==> src/hw/rtl/prc_pkg.sv <==
// Shared types, constants and the CORDIC arctangent table for the park rotation block.
`timescale 1ns / 1ps

package prc_pkg;

  // CORDIC datapath width: Q2.30 values with headroom.
  localparam int CORDIC_W = 34;
  localparam int FRAC_BITS = 30;
  localparam logic signed [CORDIC_W-1:0] GAIN_Q30 = 34'sd652032874;
  localparam int MAX_STAGES = 32;

  typedef enum logic [1:0] {
    QUAD_0   = 2'd0,
    QUAD_90  = 2'd1,
    QUAD_180 = 2'd2,
    QUAD_270 = 2'd3
  } quad_t;

  typedef struct packed {
    logic  valid;
    logic  mode;
    quad_t quad;
  } ctl_t;

  // atan(2^-i), 2^32 units per turn
  function automatic logic signed [CORDIC_W-1:0] atan_turn(input int idx);
    case (idx)
      0:  return 34'sd536870912;
      1:  return 34'sd316933406;
      2:  return 34'sd167458907;
      3:  return 34'sd85004756;
      4:  return 34'sd42667331;
      5:  return 34'sd21354465;
      6:  return 34'sd10679838;
      7:  return 34'sd5340245;
      8:  return 34'sd2670163;
      9:  return 34'sd1335087;
      10: return 34'sd667544;
      11: return 34'sd333772;
      12: return 34'sd166886;
      13: return 34'sd83443;
      14: return 34'sd41722;
      15: return 34'sd20861;
      16: return 34'sd10430;
      17: return 34'sd5215;
      18: return 34'sd2608;
      19: return 34'sd1304;
      20: return 34'sd652;
      21: return 34'sd326;
      22: return 34'sd163;
      23: return 34'sd81;
      24: return 34'sd41;
      25: return 34'sd20;
      26: return 34'sd10;
      27: return 34'sd5;
      28: return 34'sd3;
      29: return 34'sd1;
      30: return 34'sd1;
      default: return '0;
    endcase
  endfunction

endpackage

==> src/hw/rtl/prc_cell.sv <==
// One CORDIC rotation cell: a micro-rotation by atan(2^-STAGE), registered, with side data.
`timescale 1ns / 1ps

module prc_cell #(
  parameter int DATA_BITS = 16,
  parameter int STAGE     = 0
) (
  input  logic                                  clk,
  input  logic                                  rst,
  input  logic                                  en,
  input  prc_pkg::ctl_t                         ctl_in,
  input  logic signed [DATA_BITS-1:0]           vx_in,
  input  logic signed [DATA_BITS-1:0]           vy_in,
  input  logic signed [prc_pkg::CORDIC_W-1:0]   x_in,
  input  logic signed [prc_pkg::CORDIC_W-1:0]   y_in,
  input  logic signed [prc_pkg::CORDIC_W-1:0]   z_in,
  output prc_pkg::ctl_t                         ctl_out,
  output logic signed [DATA_BITS-1:0]           vx_out,
  output logic signed [DATA_BITS-1:0]           vy_out,
  output logic signed [prc_pkg::CORDIC_W-1:0]   x_out,
  output logic signed [prc_pkg::CORDIC_W-1:0]   y_out,
  output logic signed [prc_pkg::CORDIC_W-1:0]   z_out
);

  localparam logic signed [prc_pkg::CORDIC_W-1:0] ATAN = prc_pkg::atan_turn(STAGE);

  logic signed [prc_pkg::CORDIC_W-1:0] dx;
  logic signed [prc_pkg::CORDIC_W-1:0] dy;
  logic signed [prc_pkg::CORDIC_W-1:0] x_next;
  logic signed [prc_pkg::CORDIC_W-1:0] y_next;
  logic signed [prc_pkg::CORDIC_W-1:0] z_next;

  assign dx = y_in >>> STAGE;
  assign dy = x_in >>> STAGE;

  always_comb begin
    if (!z_in[prc_pkg::CORDIC_W-1]) begin
      x_next = x_in - dx;
      y_next = y_in + dy;
      z_next = z_in - ATAN;
    end else begin
      x_next = x_in + dx;
      y_next = y_in - dy;
      z_next = z_in + ATAN;
    end
  end

  always_ff @(posedge clk) begin
    if (rst) begin
      ctl_out <= '0;
    end else if (en) begin
      ctl_out <= ctl_in;
    end
  end

  always_ff @(posedge clk) begin
    if (en) begin
      vx_out <= vx_in;
      vy_out <= vy_in;
      x_out  <= x_next;
      y_out  <= y_next;
      z_out  <= z_next;
    end
  end

endmodule

==> config.mk <==
export PLATFORM = sky130hd
export DESIGN_NAME = prc_cell
export DESIGN_NICKNAME = d
export VERILOG_FILES = /design/src/hw/rtl/prc_pkg.sv /design/src/hw/rtl/prc_cell.sv
export SDC_FILE = /design/constraint.sdc
export NUM_CORES = 1
export LEC_CHECK = 0
export ABC_AREA = 1
export BUFFER_PORTS_ARGS = -buffer_cell sky130_fd_sc_hd__buf_2
export CELL_PAD_IN_SITES_DETAIL_PLACEMENT = 0
export CELL_PAD_IN_SITES_GLOBAL_PLACEMENT = 1
export CORE_MARGIN = 2
export CORE_UTILIZATION = 35
export CTS_CLUSTER_DIAMETER = 150
export DETAILED_ROUTE_END_ITERATION = 12
export PLACE_DENSITY = 0.78
export SLEW_MARGIN = 40
export SYNTH_ARGS = -nofsm -noshare
export SYNTH_HDL_FRONTEND = slang
export SYNTH_SLANG_ARGS = --single-unit
==> constraint.sdc <==
create_clock -name clk -period 4.1 [get_ports clk]
set_input_delay 0.41 -clock clk [delete_from_list [all_inputs] [get_ports clk]]
set_output_delay 0.41 -clock clk [all_outputs]
set_load 0.01 [all_outputs]
Word-level counts from Yosys, hierarchy flattened:

Cells that the tools add are included.

* register bits: 138
* output and inout bits: 138
* logic and storage cells: 16

* add/subtract/negate cells: 5
* multiplexer cells: 3

Operators by type and width (count)
* $mux W34: 3
* $sub A34 B34 Y34: 2
* $add A34 B31 Y34 const B: 1
* $add A34 B34 Y34: 1
* $sub A34 B31 Y34 const B: 1

Longest topological paths before layout:

* depth in word-level cells: 2
* mapped depth: 17

Least setup slack after synthesis:

OpenSTA, ideal clock, no wires.

* kind: input to register
* start: input x_in[0] in the netlist's numbering
* end: register x_out[32] in the netlist's numbering (data pin)
* arrival: 1.847 ns
* data required time: 3.846 ns
* path slack: 2.000 ns
* stages on the path: 13
* path buffers: 0
* path through: inv_1 ha_1 fa_1 o21ai_1 nand2_1 nand2_1 nand2_1 nand2_1 nand2_1 nand2_1 nand2_1 nand3_1 nand2_1

* word-level cells in the longest chain between the ends: 2
* elaborated cells between the ends (all ways): 3

Ends and longest elaborated chain
* start: declaration: RTL line prc_cell.sv:14 `input logic signed [prc_pkg::CORDIC_W-1:0] x_in,`
* $sub A34 B34 Y34 or $add A34 B34 Y34 (tied branches): RTL line prc_cell.sv:38, prc_cell.sv:42
* $mux W34 (*): RTL line prc_cell.sv:37 `if (!z_in[prc_pkg::CORDIC_W-1]) begin`
* net x_next (one bit): RTL line prc_cell.sv:29 `logic signed [prc_pkg::CORDIC_W-1:0] x_next;`
* end signal: assignment: RTL line prc_cell.sv:60 `x_out <= x_next;`
* end: declaration: RTL line prc_cell.sv:20 `output logic signed [prc_pkg::CORDIC_W-1:0] x_out,`

Mark *: on every way through the listed nets, which the timed path passes. The rest lies on a longest branch.
A chain may end at the register's enable or synchronous reset.

Final worst setup path:

* start: input x_in[18] in the netlist's numbering
* end: register y_out[29] in the netlist's numbering (data pin)

* word-level cells in the longest chain between the ends: 2
* elaborated cells between the ends (all ways): 3

Ends and longest elaborated chain
* $add A34 B34 Y34 or $sub A34 B34 Y34 (tied branches): RTL line prc_cell.sv:39, prc_cell.sv:43
* $mux W34 (*): RTL line prc_cell.sv:37
* net y_next (one bit): RTL line prc_cell.sv:30 `logic signed [prc_pkg::CORDIC_W-1:0] y_next;`
* end signal: assignment: RTL line prc_cell.sv:61 `y_out <= y_next;`
* end: declaration: RTL line prc_cell.sv:21 `output logic signed [prc_pkg::CORDIC_W-1:0] y_out,`

Marks and branches as above.

==> run summary <==
All-Layer GR Usage - 23.99%
Final setup viols - 0
Starting Density - 35.71%
Layout area overhead - 19.85%
Worst slew margin - 50.97%
Mux cell area share after synthesis - 0.08573%
Clock slew at reported path FFs - 0.07 ns
Non-filler instance count after layout - 2,334
Fmax - 407.7 MHz
Syn_nets - 1,871
Register area - 4074 um^2
Die Ht - 186.7 um
Drt pass-1 iters - 5
Leakage - 7.023 nW
CTS Buffer Depth - 2
Hold Path Class - primary input to register
Worst setup SP type - primary input
Switch share - 36.95%
Status - complete, no violations
Post-synthesis cell type count - 43
Post-synthesis xor/xnor area fraction - 1.875%
Total number of vias - 11,550
Post-synth ARST share - 0%
Initial antenna violation count - 0
Pint - 3.106 mW
YS warnings - 0
Post-synth EDFFs - 133
Die width - 186.7 um
CP arrival - 2.64 ns
Row count - 66
Slew Viols, Final - 0
Flop pwr share - 36.0%
Clk sinks - 137
Pwr dens - 352.0 nW/um^2
I/O pin count - 279
Commonest non-fill, non-tap cell in the layout - nand2_1
Tmin final - 2.453 ns
Post-synthesis compound-gate area fraction - 11.44%
Root buffer cell - clkbuf_16
Global route overflow - 0
Maximum Capacitance Violations - 0
CP max FO - 10
Core Region - 32,700 um^2
Number of global-route vias before repair - 11,600
DR DRC count - 0
Multi-input combinational cell area - 6401 um^2
WL/cell - 18.00 um
Routed Antenna Nets - 0
Antenna cells - 0
RSZ-0062 raised after global routing - no
Postcts setup bufs - 0
Comb pwr share - 31.3%
Clock share of power - 32.7%
Port bufs - 278
WP data required - 4.29 ns
H-Tree Depth - 4
Maximum vdd ir drop - 0.0002981 V
Die ar. - 34,840 um^2
GP Congestion - 0.9210
Final Skew - 0 ns
Dpl cells - 2,302
TritonCTS clock tree - built
Crit end category - register
Nets - 2,127
Resized cells post-CTS - 0
Synth Register Bits - 137
Worst-Skew Late Latency - 0.43 ns
DR vias/cell - 4.948
Most used DFF post-synth - edfxtp_1
Hold buffer count at cts - 0
Pin count of the biggest net entering global routing - 84
Setup TNS - 0 ns
Initial DRC Count - 699
Layout cell share with drive strength beyond 1 - 19.71%
Largest family of logic cells by synthesized area - simple AND/OR/NAND/NOR gates
CTS Buf Count - 17
Synthesized area - 11,680 um^2
Crit Path Class - primary input to register
Total Routed Length - 42,020 um
Pin slew with the least headroom to its limit - 0.7354 ns
Post-synthesis simple-gate area fraction - 29.69%
Hpwl dp - 34,720 um
Crit share post-route - 59.83%
First-pass GRT wire length - 64,510 um
NetSw - 1.820 mW
Synthesized area per cell - 7.194 um^2
Post-synthesis adder-cell area fraction - 11.72%
Share of the yosys chip area belonging to registers - 34.89%
Synth Instances - 1,623
Commonest cells after routing, fill and taps aside - 477 x nand2_1, 277 x buf_2, 229 x inv_1, 156 x nand3_1, 133 x edfxtp_1
Final Hold Fails - 0
Fillers - 3,488
==> Yosys cell counts (all sizes together), types with 7 or more instances <==
| library cell | number | share of area (%) |
|---|---|---|
| a21oi | 118 | 5.2 |
| buf | 39 | 2.2 |
| edfxtp | 133 | 34 |
| ha | 103 | 11 |
| inv | 246 | 7.9 |
| nand2 | 488 | 16 |
| nand3 | 159 | 6.9 |
| nand4 | 14 | 0.80 |
| nor2 | 124 | 4.4 |
| nor3 | 15 | 0.69 |
| o21ai | 89 | 3.8 |
| o21bai | 18 | 1.2 |
| o22ai | 7 | 0.38 |
| xor2 | 24 | 1.8 |
==> final timing paths <==
kind / from / slack, ns / to / cells past startpoint
worst max register to register: ctl_out[0]$_SDFFE_PP0P_ / 3.52 / ctl_out[0]$_SDFFE_PP0P_ / 2
worst min-delay path: vy_in[4] / 0.15 / vy_out[4]$_DFFE_PP_ / 1
worst max-delay path: x_in[18] / 1.65 / y_out[29]$_DFFE_PP_ / 12
worst min register to register: ctl_out[1]$_SDFFE_PP0P_ / 0.46 / ctl_out[1]$_SDFFE_PP0P_ / 2
==> registers in the layout, indices dropped and copies added, names as in the netlist <==
| register | cells |
|---|---|
| ctl_out | 4 |
| vx_out | 16 |
| vy_out | 16 |
| x_out | 34 |
| y_out | 33 |
| z_out | 34 |
==> worst max-delay path, cell delays in order <==
cell	delay (ns)
buf_2	0.11
inv_1	0.05
ha_1	0.50
inv_1	0.15
a21oi_1	0.37
o21ai_0	0.24
a21oi_1	0.26
nor2_1	0.07
nor2_1	0.18
nand3_1	0.13
nand3_1	0.12
nand2_1	0.06
==> power by group through the flow <==
stage          logic, mW  registers [mW]  clock network, mW
2_1_floorplan      0.856            1.89                  0
3_3_place_gp        1.53            1.80                  0
6_report            1.54            1.77               1.61
5_1_grt             1.72            1.79               1.72
3_5_place_dp        1.53            1.80                  0
4_1_cts             1.54            1.78               1.66
==> kinds of logic (layout without fill, tap and decap cells) <==
logic type               after synthesis  after routing
AND/OR/NAND/NOR                      815            815
AO/OA/AOI/OAI                        247            247
XOR/XNOR                              25             25
flip-flops                           137            137
multiplexers                           1              1
adder cells (fa/ha/maj)              107            107
buffers and inverters                291            560
==> per-stage QoR <==
step	area (um^2)	hold WS (ns)	power [mW]	setup WS (ns)	utilization (%)
2_1_floorplan	11680	0.4769	2.744	2.000	-
3_3_place_gp	13390	0.4463	3.330	1.193	40.95
3_5_place_dp	13390	0.4545	3.338	1.211	40.96
4_1_cts	13990	0.1302	4.977	1.680	42.78
5_1_grt	13990	0.1245	5.224	1.419	42.79
6_report	13990	0.1461	4.926	1.647	42.79
==> layer usage <==
metal	part of all wire, %	global-route usage [%]
met1	45	30.47
met2	48	41.56
met3	4.8	3.536
met4	2.8	8.242
met5	0	0
==> layout make-up <==
cell class / instances / share of cell area [%]
Sequential cell: 137 / 29.11
Timing Repair Buffer: 282 / 10.31
Tap cell: 442 / 3.952
Inverter: 246 / 6.617
Multi-Input combinational cell: 1195 / 45.74
Clock inverter: 15 / 1.225
Clock buffer: 17 / 3.040
No activity file was read; power rests on OpenSTA's default activity.
